===== src/rtl/core/uidwl_pkg.sv =====
// ============================================================================
// uidwl_pkg
// Shared widths, codes and types of the card identifier table.
// ============================================================================
package uidwl_pkg;

    // Field widths of the request and response items
    localparam int CMD_W    = 2;
    localparam int LEN_W    = 4;
    localparam int LOW_W    = 64;
    localparam int HIGH_W   = 16;
    localparam int STATUS_W = 2;
    localparam int INDEX_W  = 4;
    localparam int COUNT_W  = 5;

    // Identifier bytes carried by one item (low word plus high word)
    localparam int UID_BYTES = (LOW_W + HIGH_W) / 8;

    // Defaults of the top level parameters
    localparam int DEF_CAPACITY = 16;
    localparam int DEF_ID_BYTES = 10;

    typedef enum logic [CMD_W-1:0] {
        CMD_LOOKUP = 2'd0,
        CMD_ADD    = 2'd1,
        CMD_DELETE = 2'd2,
        CMD_CLEAR  = 2'd3
    } cmd_t;

    typedef enum logic [STATUS_W-1:0] {
        ST_OK        = 2'd0,
        ST_NOT_FOUND = 2'd1,
        ST_DUPLICATE = 2'd2,
        ST_FULL      = 2'd3
    } status_t;

    // One table entry: length and identifier bytes
    typedef struct packed {
        logic [LEN_W-1:0]  len;
        logic [HIGH_W-1:0] high;
        logic [LOW_W-1:0]  low;
    } entry_t;

endpackage


===== src/rtl/core/uidwl_req_if.sv =====
// ============================================================================
// uidwl_req_if
// Request channel of the identifier table: one command item per handshake.
// ============================================================================
interface uidwl_req_if;

    logic                        valid;
    logic                        ready;
    logic [uidwl_pkg::CMD_W-1:0] command;
    logic [uidwl_pkg::LEN_W-1:0] uid_length;
    logic [uidwl_pkg::LOW_W-1:0] uid_low;
    logic [uidwl_pkg::HIGH_W-1:0] uid_high;

    modport source (output valid, command, uid_length, uid_low, uid_high, input ready);
    modport sink   (input valid, command, uid_length, uid_low, uid_high, output ready);

endinterface


===== src/rtl/core/uidwl_rsp_if.sv =====
// ============================================================================
// uidwl_rsp_if
// Response channel of the identifier table: one result item per command.
// ============================================================================
interface uidwl_rsp_if;

    logic                           valid;
    logic                           ready;
    logic [uidwl_pkg::STATUS_W-1:0] status;
    logic [uidwl_pkg::INDEX_W-1:0]  entry_index;
    logic [uidwl_pkg::COUNT_W-1:0]  entry_count;

    modport source (output valid, status, entry_index, entry_count, input ready);
    modport sink   (input valid, status, entry_index, entry_count, output ready);

endinterface


===== src/rtl/core/uidwl_match.sv =====
// ============================================================================
// uidwl_match
// Shared entry comparator: length check plus masked byte compare.
// ============================================================================
module uidwl_match #(
    parameter int ID_BYTES = uidwl_pkg::DEF_ID_BYTES
) (
    input  uidwl_pkg::entry_t probe,
    input  uidwl_pkg::entry_t stored,
    output logic              hit
);

    localparam int NB = uidwl_pkg::UID_BYTES;

    logic [NB*8-1:0] probe_bytes;
    logic [NB*8-1:0] stored_bytes;
    logic [NB-1:0]   byte_ok;
    logic            len_ok;

    assign probe_bytes  = {probe.high, probe.low};
    assign stored_bytes = {stored.high, stored.low};

    // Ignore bytes at or beyond the length
    always_comb
    begin
        for (int b = 0; b < NB; b++)
        begin
            byte_ok[b] = (probe_bytes[b*8 +: 8] == stored_bytes[b*8 +: 8]) ||
                         (uidwl_pkg::LEN_W'(b) >= probe.len);
        end
    end

    // A stored length of zero or above the byte limit never matches
    assign len_ok = (stored.len != '0) &&
                    (stored.len <= uidwl_pkg::LEN_W'(ID_BYTES)) &&
                    (stored.len == probe.len);

    assign hit = len_ok && (&byte_ok);

endmodule


===== src/rtl/core/uid_whitelist_table.sv =====
// ============================================================================
// uid_whitelist_table
// Table of card identifiers with lookup, add, delete and clear commands.
// ============================================================================
// Usage:
//   request carries one command item (command, uid_length, uid_low,
//   uid_high); response returns one result item (status, entry_index,
//   entry_count) for each command, in order.
//   A sequencer walks the stored entries through one shared comparator,
//   with a memory read, then a compare, for each entry. Delete then moves
//   every later entry down one slot, with a read, then a write, per moved
//   entry, through the single memory port.
//   Lookup, add and delete search at most the stored entries and stop at
//   the first match; clear searches nothing. request.ready is high only
//   between commands, so a new command is accepted only after the
//   sequencer has finished the previous one.
//   The result sits in an output register; a new command is accepted while
//   it waits. If the receiver stalls, the next result holds in the
//   sequencer until the output register frees up.
//   Reset empties the table (count zero); entry contents need no clearing.
// ============================================================================
module uid_whitelist_table #(
    parameter int CAPACITY = uidwl_pkg::DEF_CAPACITY,
    parameter int ID_BYTES = uidwl_pkg::DEF_ID_BYTES
) (
    input  logic        clk,
    input  logic        rst_n,
    uidwl_req_if.sink   request,
    uidwl_rsp_if.source response
);

    localparam int IDX_W = (CAPACITY > 1) ? $clog2(CAPACITY) : 1;
    localparam int CNT_W = $clog2(CAPACITY + 1);

    typedef enum logic [6:0] {
        S_IDLE     = 7'b0000001,
        S_READ     = 7'b0000010,
        S_CMP      = 7'b0000100,
        S_RESOLVE  = 7'b0001000,
        S_SH_READ  = 7'b0010000,
        S_SH_WRITE = 7'b0100000,
        S_DONE     = 7'b1000000
    } state_t;

    state_t                   state_reg, state_next;
    logic [IDX_W-1:0]         ptr_reg, ptr_next;
    logic [CNT_W-1:0]         count_reg, count_next;
    logic                     hit_reg, hit_next;
    uidwl_pkg::status_t       res_status_reg, res_status_next;
    logic [IDX_W-1:0]         res_index_reg, res_index_next;
    uidwl_pkg::cmd_t          cmd_reg;
    uidwl_pkg::entry_t        item_reg;
    uidwl_pkg::entry_t        rd_data_reg;

    logic                          out_valid_reg, out_valid_next;
    uidwl_pkg::status_t            out_status_reg, out_status_next;
    logic [uidwl_pkg::INDEX_W-1:0] out_index_reg, out_index_next;
    logic [uidwl_pkg::COUNT_W-1:0] out_count_reg, out_count_next;

    uidwl_pkg::entry_t mem [CAPACITY];

    logic              accept;
    logic              cmp_hit;
    logic              last;
    logic              wr_en;
    logic [IDX_W-1:0]  wr_addr;
    uidwl_pkg::entry_t wr_data;

    assign request.ready = (state_reg == S_IDLE);
    assign accept        = request.valid && request.ready;

    // No entry beyond the current pointer
    assign last = (CNT_W'(ptr_reg) + CNT_W'(1)) >= count_reg;

    // Shared comparator
    uidwl_match #(
        .ID_BYTES (ID_BYTES)
    ) u_match (
        .probe  (item_reg),
        .stored (rd_data_reg),
        .hit    (cmp_hit)
    );

    // Sequencer
    always_comb
    begin
        state_next      = state_reg;
        ptr_next        = ptr_reg;
        count_next      = count_reg;
        hit_next        = hit_reg;
        res_status_next = res_status_reg;
        res_index_next  = res_index_reg;
        wr_en           = 1'b0;
        wr_addr         = ptr_reg;
        wr_data         = item_reg;
        out_valid_next  = out_valid_reg && !response.ready;
        out_status_next = out_status_reg;
        out_index_next  = out_index_reg;
        out_count_next  = out_count_reg;

        case (state_reg)
            S_IDLE:
            begin
                if (accept)
                begin
                    ptr_next = '0;
                    hit_next = 1'b0;
                    if (uidwl_pkg::cmd_t'(request.command) == uidwl_pkg::CMD_CLEAR)
                    begin
                        count_next      = '0;
                        res_status_next = uidwl_pkg::ST_OK;
                        res_index_next  = '0;
                        state_next      = S_DONE;
                    end
                    else if (count_reg == '0)
                    begin
                        state_next = S_RESOLVE;
                    end
                    else
                    begin
                        state_next = S_READ;
                    end
                end
            end

            S_READ:
            begin
                state_next = S_CMP;
            end

            S_CMP:
            begin
                if (cmp_hit)
                begin
                    hit_next   = 1'b1;
                    state_next = S_RESOLVE;
                end
                else if (last)
                begin
                    state_next = S_RESOLVE;
                end
                else
                begin
                    ptr_next   = ptr_reg + IDX_W'(1);
                    state_next = S_READ;
                end
            end

            S_RESOLVE:
            begin
                res_index_next = '0;
                state_next     = S_DONE;
                case (cmd_reg)
                    uidwl_pkg::CMD_LOOKUP:
                    begin
                        if (hit_reg)
                        begin
                            res_status_next = uidwl_pkg::ST_OK;
                            res_index_next  = ptr_reg;
                        end
                        else
                        begin
                            res_status_next = uidwl_pkg::ST_NOT_FOUND;
                        end
                    end
                    uidwl_pkg::CMD_ADD:
                    begin
                        if (hit_reg)
                        begin
                            res_status_next = uidwl_pkg::ST_DUPLICATE;
                        end
                        else if (count_reg == CNT_W'(CAPACITY))
                        begin
                            res_status_next = uidwl_pkg::ST_FULL;
                        end
                        else
                        begin
                            wr_en           = 1'b1;
                            wr_addr         = count_reg[IDX_W-1:0];
                            res_status_next = uidwl_pkg::ST_OK;
                            res_index_next  = count_reg[IDX_W-1:0];
                            count_next      = count_reg + CNT_W'(1);
                        end
                    end
                    uidwl_pkg::CMD_DELETE:
                    begin
                        if (hit_reg)
                        begin
                            res_status_next = uidwl_pkg::ST_OK;
                            res_index_next  = ptr_reg;
                            if (last)
                            begin
                                count_next = count_reg - CNT_W'(1);
                            end
                            else
                            begin
                                ptr_next   = ptr_reg + IDX_W'(1);
                                state_next = S_SH_READ;
                            end
                        end
                        else
                        begin
                            res_status_next = uidwl_pkg::ST_NOT_FOUND;
                        end
                    end
                    default:
                    begin
                        res_status_next = uidwl_pkg::ST_OK;
                    end
                endcase
            end

            S_SH_READ:
            begin
                state_next = S_SH_WRITE;
            end

            S_SH_WRITE:
            begin
                // Move the entry just read down one slot
                wr_en   = 1'b1;
                wr_addr = ptr_reg - IDX_W'(1);
                wr_data = rd_data_reg;
                if (last)
                begin
                    count_next = count_reg - CNT_W'(1);
                    state_next = S_DONE;
                end
                else
                begin
                    ptr_next   = ptr_reg + IDX_W'(1);
                    state_next = S_SH_READ;
                end
            end

            S_DONE:
            begin
                // Hold the result until the output register is free
                if (!out_valid_reg || response.ready)
                begin
                    out_valid_next  = 1'b1;
                    out_status_next = res_status_reg;
                    out_index_next  = uidwl_pkg::INDEX_W'(res_index_reg);
                    out_count_next  = uidwl_pkg::COUNT_W'(count_reg);
                    state_next      = S_IDLE;
                end
            end

            default:
            begin
                state_next = S_IDLE;
            end
        endcase
    end

    // Control registers
    always_ff @(posedge clk or negedge rst_n)
    begin
        if (!rst_n)
        begin
            state_reg     <= S_IDLE;
            count_reg     <= '0;
            out_valid_reg <= 1'b0;
        end
        else
        begin
            state_reg     <= state_next;
            count_reg     <= count_next;
            out_valid_reg <= out_valid_next;
        end
    end

    // Payload registers
    always_ff @(posedge clk)
    begin
        ptr_reg        <= ptr_next;
        hit_reg        <= hit_next;
        res_status_reg <= res_status_next;
        res_index_reg  <= res_index_next;
        out_status_reg <= out_status_next;
        out_index_reg  <= out_index_next;
        out_count_reg  <= out_count_next;
        if (accept)
        begin
            cmd_reg       <= uidwl_pkg::cmd_t'(request.command);
            item_reg.len  <= request.uid_length;
            item_reg.low  <= request.uid_low;
            item_reg.high <= request.uid_high;
        end
    end

    // Entry memory: one write and one registered read per cycle
    always_ff @(posedge clk)
    begin
        if (wr_en)
        begin
            mem[wr_addr] <= wr_data;
        end
        rd_data_reg <= mem[ptr_reg];
    end

    assign response.valid       = out_valid_reg;
    assign response.status      = out_status_reg;
    assign response.entry_index = out_index_reg;
    assign response.entry_count = out_count_reg;

endmodule


===== src/flat_wrapper.sv =====
// flat-port wrapper written by rule: the top's interface ports become plain ports
module uid_whitelist_table_flat 
#(
    parameter int CAPACITY = uidwl_pkg::DEF_CAPACITY,
    parameter int ID_BYTES = uidwl_pkg::DEF_ID_BYTES
)
  (clk, rst_n, request_valid, request_command, request_uid_length, request_uid_low, request_uid_high, request_ready, response_valid, response_status, response_entry_index, response_entry_count, response_ready);
  uidwl_req_if request_i ();
  uidwl_rsp_if response_i ();
  input  logic clk;
  input  logic rst_n;
  input wire logic [$bits(request_i.valid)-1:0] request_valid;
  input wire logic [$bits(request_i.command)-1:0] request_command;
  input wire logic [$bits(request_i.uid_length)-1:0] request_uid_length;
  input wire logic [$bits(request_i.uid_low)-1:0] request_uid_low;
  input wire logic [$bits(request_i.uid_high)-1:0] request_uid_high;
  output wire logic [$bits(request_i.ready)-1:0] request_ready;
  output wire logic [$bits(response_i.valid)-1:0] response_valid;
  output wire logic [$bits(response_i.status)-1:0] response_status;
  output wire logic [$bits(response_i.entry_index)-1:0] response_entry_index;
  output wire logic [$bits(response_i.entry_count)-1:0] response_entry_count;
  input wire logic [$bits(response_i.ready)-1:0] response_ready;
  assign request_i.valid = request_valid;
  assign request_i.command = request_command;
  assign request_i.uid_length = request_uid_length;
  assign request_i.uid_low = request_uid_low;
  assign request_i.uid_high = request_uid_high;
  assign request_ready = request_i.ready;
  assign response_valid = response_i.valid;
  assign response_status = response_i.status;
  assign response_entry_index = response_i.entry_index;
  assign response_entry_count = response_i.entry_count;
  assign response_i.ready = response_ready;
  uid_whitelist_table #(.CAPACITY(CAPACITY), .ID_BYTES(ID_BYTES)) u_core (.clk(clk), .rst_n(rst_n), .request(request_i), .response(response_i));
endmodule

===== config.mk =====
export PLATFORM = sky130hd
export DESIGN_NAME = uid_whitelist_table_flat
export DESIGN_NICKNAME = d
export VERILOG_FILES = /design/src/rtl/core/uidwl_pkg.sv /design/src/rtl/core/uidwl_req_if.sv /design/src/rtl/core/uidwl_rsp_if.sv /design/src/rtl/core/uidwl_match.sv /design/src/rtl/core/uid_whitelist_table.sv /design/src/flat_wrapper.sv
export SDC_FILE = /design/constraint.sdc
export NUM_CORES = 2
export LEC_CHECK = 0
export BUFFER_PORTS_ARGS = -buffer_cell sky130_fd_sc_hd__buf_2
export CORE_MARGIN = 5
export CORE_UTILIZATION = 56
export CTS_CLUSTER_SIZE = 40
export DETAILED_ROUTE_END_ITERATION = 10
export GPL_ROUTABILITY_DRIVEN = 0
export PLACE_DENSITY = 0.76
export RECOVER_POWER = 25
export REMOVE_ABC_BUFFERS = 1
export SLEW_MARGIN = 15
export SYNTH_ARGS = -nofsm -noshare
export SYNTH_HDL_FRONTEND = slang
export SYNTH_SLANG_ARGS = --single-unit

===== constraint.sdc =====
create_clock -name clk -period 5.85 [get_ports clk]
set_input_delay 1.17 -clock clk [delete_from_list [all_inputs] [get_ports clk]]
set_output_delay 1.17 -clock clk [all_outputs]
set_load 0.01 [all_outputs]

==> metrics.md <==
| Metric | Value |
|---|---|
| Cell count after synthesis | `2,696` |
| Row cnt | `~120` |
| Vias/cell | `between 6 and 7` |
| Post-route cell area | `between 0.06 and 0.07 mm^2` |
| Setup TNS | `0 ns` |
| Largest net degree at the start of global routing | `between 150 and 200` |
| Number of synthesized flops with an enable pin | `roughly 1,500` |
| Critical path fanouts, max | `60` |
| Die ar. | `approximately 0.11 mm^2` |
| CTS Buffer Depth | `3` |
| Hold crit path type | `reg2reg` |
| Sequential area share after synthesis | `77.5%` |
| Gate power share | `a little under a quarter` |
| Critical Path, Cell by Cell | `nor4_1 > and3_1 > nand2_1 > inv_1 > buf_4` |
| Simple-gate share of the synthesized area | `under 10%` |
| Share of flip-flops with an asynchronous set or reset | `less than 1%` |
| Sink Count | `1,549` |
| Max Freq | `between 200 and 250 MHz` |
| ANT nets after route | `0` |
| Total Routing Usage GR | `23.6%` |
| Area of the multi-input gates | `~0.013 mm^2` |
| FF-to-FF End | `u_core.item_reg[25]` |
| Area Growth Syn to Fin | `12.3%` |
| Period Utilization, post-route | `81.7%` |
| Crit path launch type | `register` |
| Adder-Cell Fraction of Synth Area | `less than 1%` |
| Vias | `between 20,000 and 30,000` |
| XOR/XNOR share of the synthesized area | `between 1 and 1.5%` |
| Nets | `~3,000` |
| CP max-delay cell | `inv_1` |
| Routed len/inst | `29.8 um` |
| Largest register FFs | `around 1,300` |
| Mapped Area | `~0.06 mm^2` |
| PwrDens | `between 400 and 500 mW/mm^2` |
| Highest-count cells in the layout ignoring fill and taps | `1,452 x edfxtp_1, 420 x mux4_2, 291 x nand2_1, 154 x clkbuf_16, 84 x dfxtp_1` |
| Iteration-0 DRC count of the detailed router | `around 3,800` |
| Vias in the first global route | `29,000` |
| Residual DRC count | `1` |
| Core area | `0.105 mm^2` |
| RSZ-0062 raised after global routing | `false` |
| Switching pwr | `8.17 mW` |
| Final Setup Violations | `0` |
| Hold bufs inserted after CTS | `0` |
| Average cell area after synthesis | `about 22 um^2` |
| Post_cts resized | `0` |
| R2r worst-path depth | `5` |
| Worst hold start | `u_core.res_index_reg[1]` |
| TritonCTS buffer count | `150` |
| Min Tclk post-route | `around 4.8 ns` |
| Reg2Reg Setup Slack | `roughly 1.1 ns` |
| Fillcell total | `approximately 6,700` |
| Share of layout cells above drive strength 1 | `26.2%` |
| Hold Violations, Final | `0` |
| Area leader, netlist | `edfxtp_1` |
| Mux cell area share after synthesis | `around 16%` |
| Worst Clk Skew | `around 0.025 ns` |
| CTS H-tree lvls | `4` |
| Overflow after GRT | `0` |
| Clock network fraction of design power | `a little under a third` |
| Top cells by area, synth | `edfxtp_1 74%, mux4_2 16%, dfxtp_1 2.9%` |
| Ys flop type | `edfxtp_1` |
| WHS Endpoint | `u_core.response.entry_index[1]` |
| # Max-Cap Violations | `6` |
| Largest family of logic cells by synthesized area | `multiplexers` |
| Worst Path Buf+Inv | `2` |
| FF/Latch Area | `between 0.04 and 0.05 mm^2` |
| Critical Path RT | `a little over 6 ns` |
| Type of the worst setup path | `reg2reg` |
| Peak supply drop | `0.591 mV` |
| Failing checks | `design-rule violations, max-capacitance violations, max-slew violations` |
| R2r startpoint | `u_core.state_reg[2]` |
| Slowest stage delay, CP | `between 2 and 2.5 ns` |
| Seq pwr share | `a little under half` |
| Hold Crit Depth | `0` |
| Critical Path AT | `between 5 and 6 ns` |
| Synth Area in Compound Gates | `less than 1%` |
| Post-layout util | `63.1%` |
| Placement Cell Area | `just over 0.06 mm^2` |
| Initial antenna violation count | `2` |
| IO Count | `103` |
| CTS tree | `done` |
| Synth unique cells | `61` |
| DRT Wirelength | `131 mm` |
| Synth warn | `0` |
| Clock Pin Slew Worst Setup and Hold Paths | `around 0.060 ns` |
| Die height | `334 um` |
| Starting Density | `between 50% and 60%` |
| First-pass GRT wire length | `roughly 190 mm` |
| Max Slew Vio Count | `about 410` |
| Status | `finished with violations` |
| Critical path capture point type | `register` |
| FF+latch count, synth | `around 1,500` |
| 1st-pass router iterations | `11` |
| Most common cell after layout, fill and taps aside | `edfxtp_1` |
| Max_slew headroom | `-102%` |
| Top cell type's share of synthesized area | `between 70% and 80%` |
| Clock latency on the worst-skew pair | `about 0.75 ns` |
| ANT cells | `0` |
| Leakage | `~21 nW` |
| Dpl hpwl | `about 68 mm` |
| CP delay by family, top | `buffers and inverters` |
| Port bufs | `102` |
| Sw frac | `roughly 27%` |
| P_int | `22.1 mW` |
| Die Span X | `334 um` |
| Worst Max-Slew Pin Slew | `approximately 3 ns` |
| Root buf cell | `clkbuf_16` |
| Post-CTS Setup Repair Bufs | `0` |
==> final cells by class <==
cell class / count / share of cell area (%)
flip-flops and latches: 1549 / 69.0
multi-input cells: 1007 / 19.3
clock buffers: 202 / 6.21
well taps: 1391 / 2.63
repair buffers: 153 / 1.66
clock inverters: 74 / 1.09
inverters: 14 / 0.0795
==> per-stage QoR <==
step	hold WS (ns)	setup WS, ns	power, mW	instances
4_1_cts	0.301	1.66	30.4	4390
3_3_place_gp	0.405	1.67	20.7	4114
3_5_place_dp	0.405	1.63	20.9	4114
2_1_floorplan	0.400	-12.33	19.3	2570
6_report	0.417	1.07	30.3	4390
5_1_grt	0.424	0.678	31.5	4390
==> power by group through the flow <==
stage	combinational, mW	clock (mW)	sequential [mW]
after floorplan	4.85	0	14.5
after CTS	6.99	9.55	13.8
after global routing	7.52	10.1	13.9
after detailed placement	6.92	0	14.0
after global placement	6.69	0	14.0
final	7.02	9.42	13.8
==> worst reg2reg max path, cell delays in order (launching register included) <==
cell,delay (ns)
dfrtp_1,0.47
nor4_1,0.59
and3_1,0.41
nand2_1,0.11
inv_1,2.12
buf_4,0.69
==> per-layer routing <==
layer | global-route usage, % | share of wire [%]
met1 | 33.5 | 38
met2 | 38.9 | 50
met3 | 4.20 | 9.4
met4 | 6.20 | 2.3
met5 | 0 | 0
==> how the worst max path moves through the flow <==
stage	cells past startpoint	to	slack, ns	startpoint
2_1_floorplan	7	u_core.mem[0][0]	-12.33	u_core.ptr_reg[0]
3_3_place_gp	7	u_core.mem[8][67]	1.67	u_core.state_reg[1]
3_5_place_dp	7	u_core.mem[8][67]	1.63	u_core.state_reg[1]
4_1_cts	7	u_core.mem[8][71]	1.66	u_core.state_reg[1]
5_1_grt	5	u_core.item_reg[31]	0.68	u_core.state_reg[2]
6_report	5	u_core.item_reg[25]	1.07	u_core.state_reg[2]
==> synth_stat cells (12+ instances only) <==
cell / n
nor2_1: 45
inv_1: 14
dfxtp_1: 84
nor4_1: 19
clkbuf_1: 69
dfrtp_1: 12
mux4_2: 420
xor2_1: 78
a21oi_1: 15
nand2_1: 291
o21ai_0: 14
edfxtp_1: 1452
buf_2: 36
xnor2_1: 12
==> logic make-up after synthesis <==
group	Yosys count
DFF	1549
muxes	421
and+or+nand+nor	411
buffers and inverters	140
xor gates and xnor gates	90
AOI/OAI and AO/OA	75
adders and majority gates	10
Note: power is estimated with default switching activity, not from simulation.
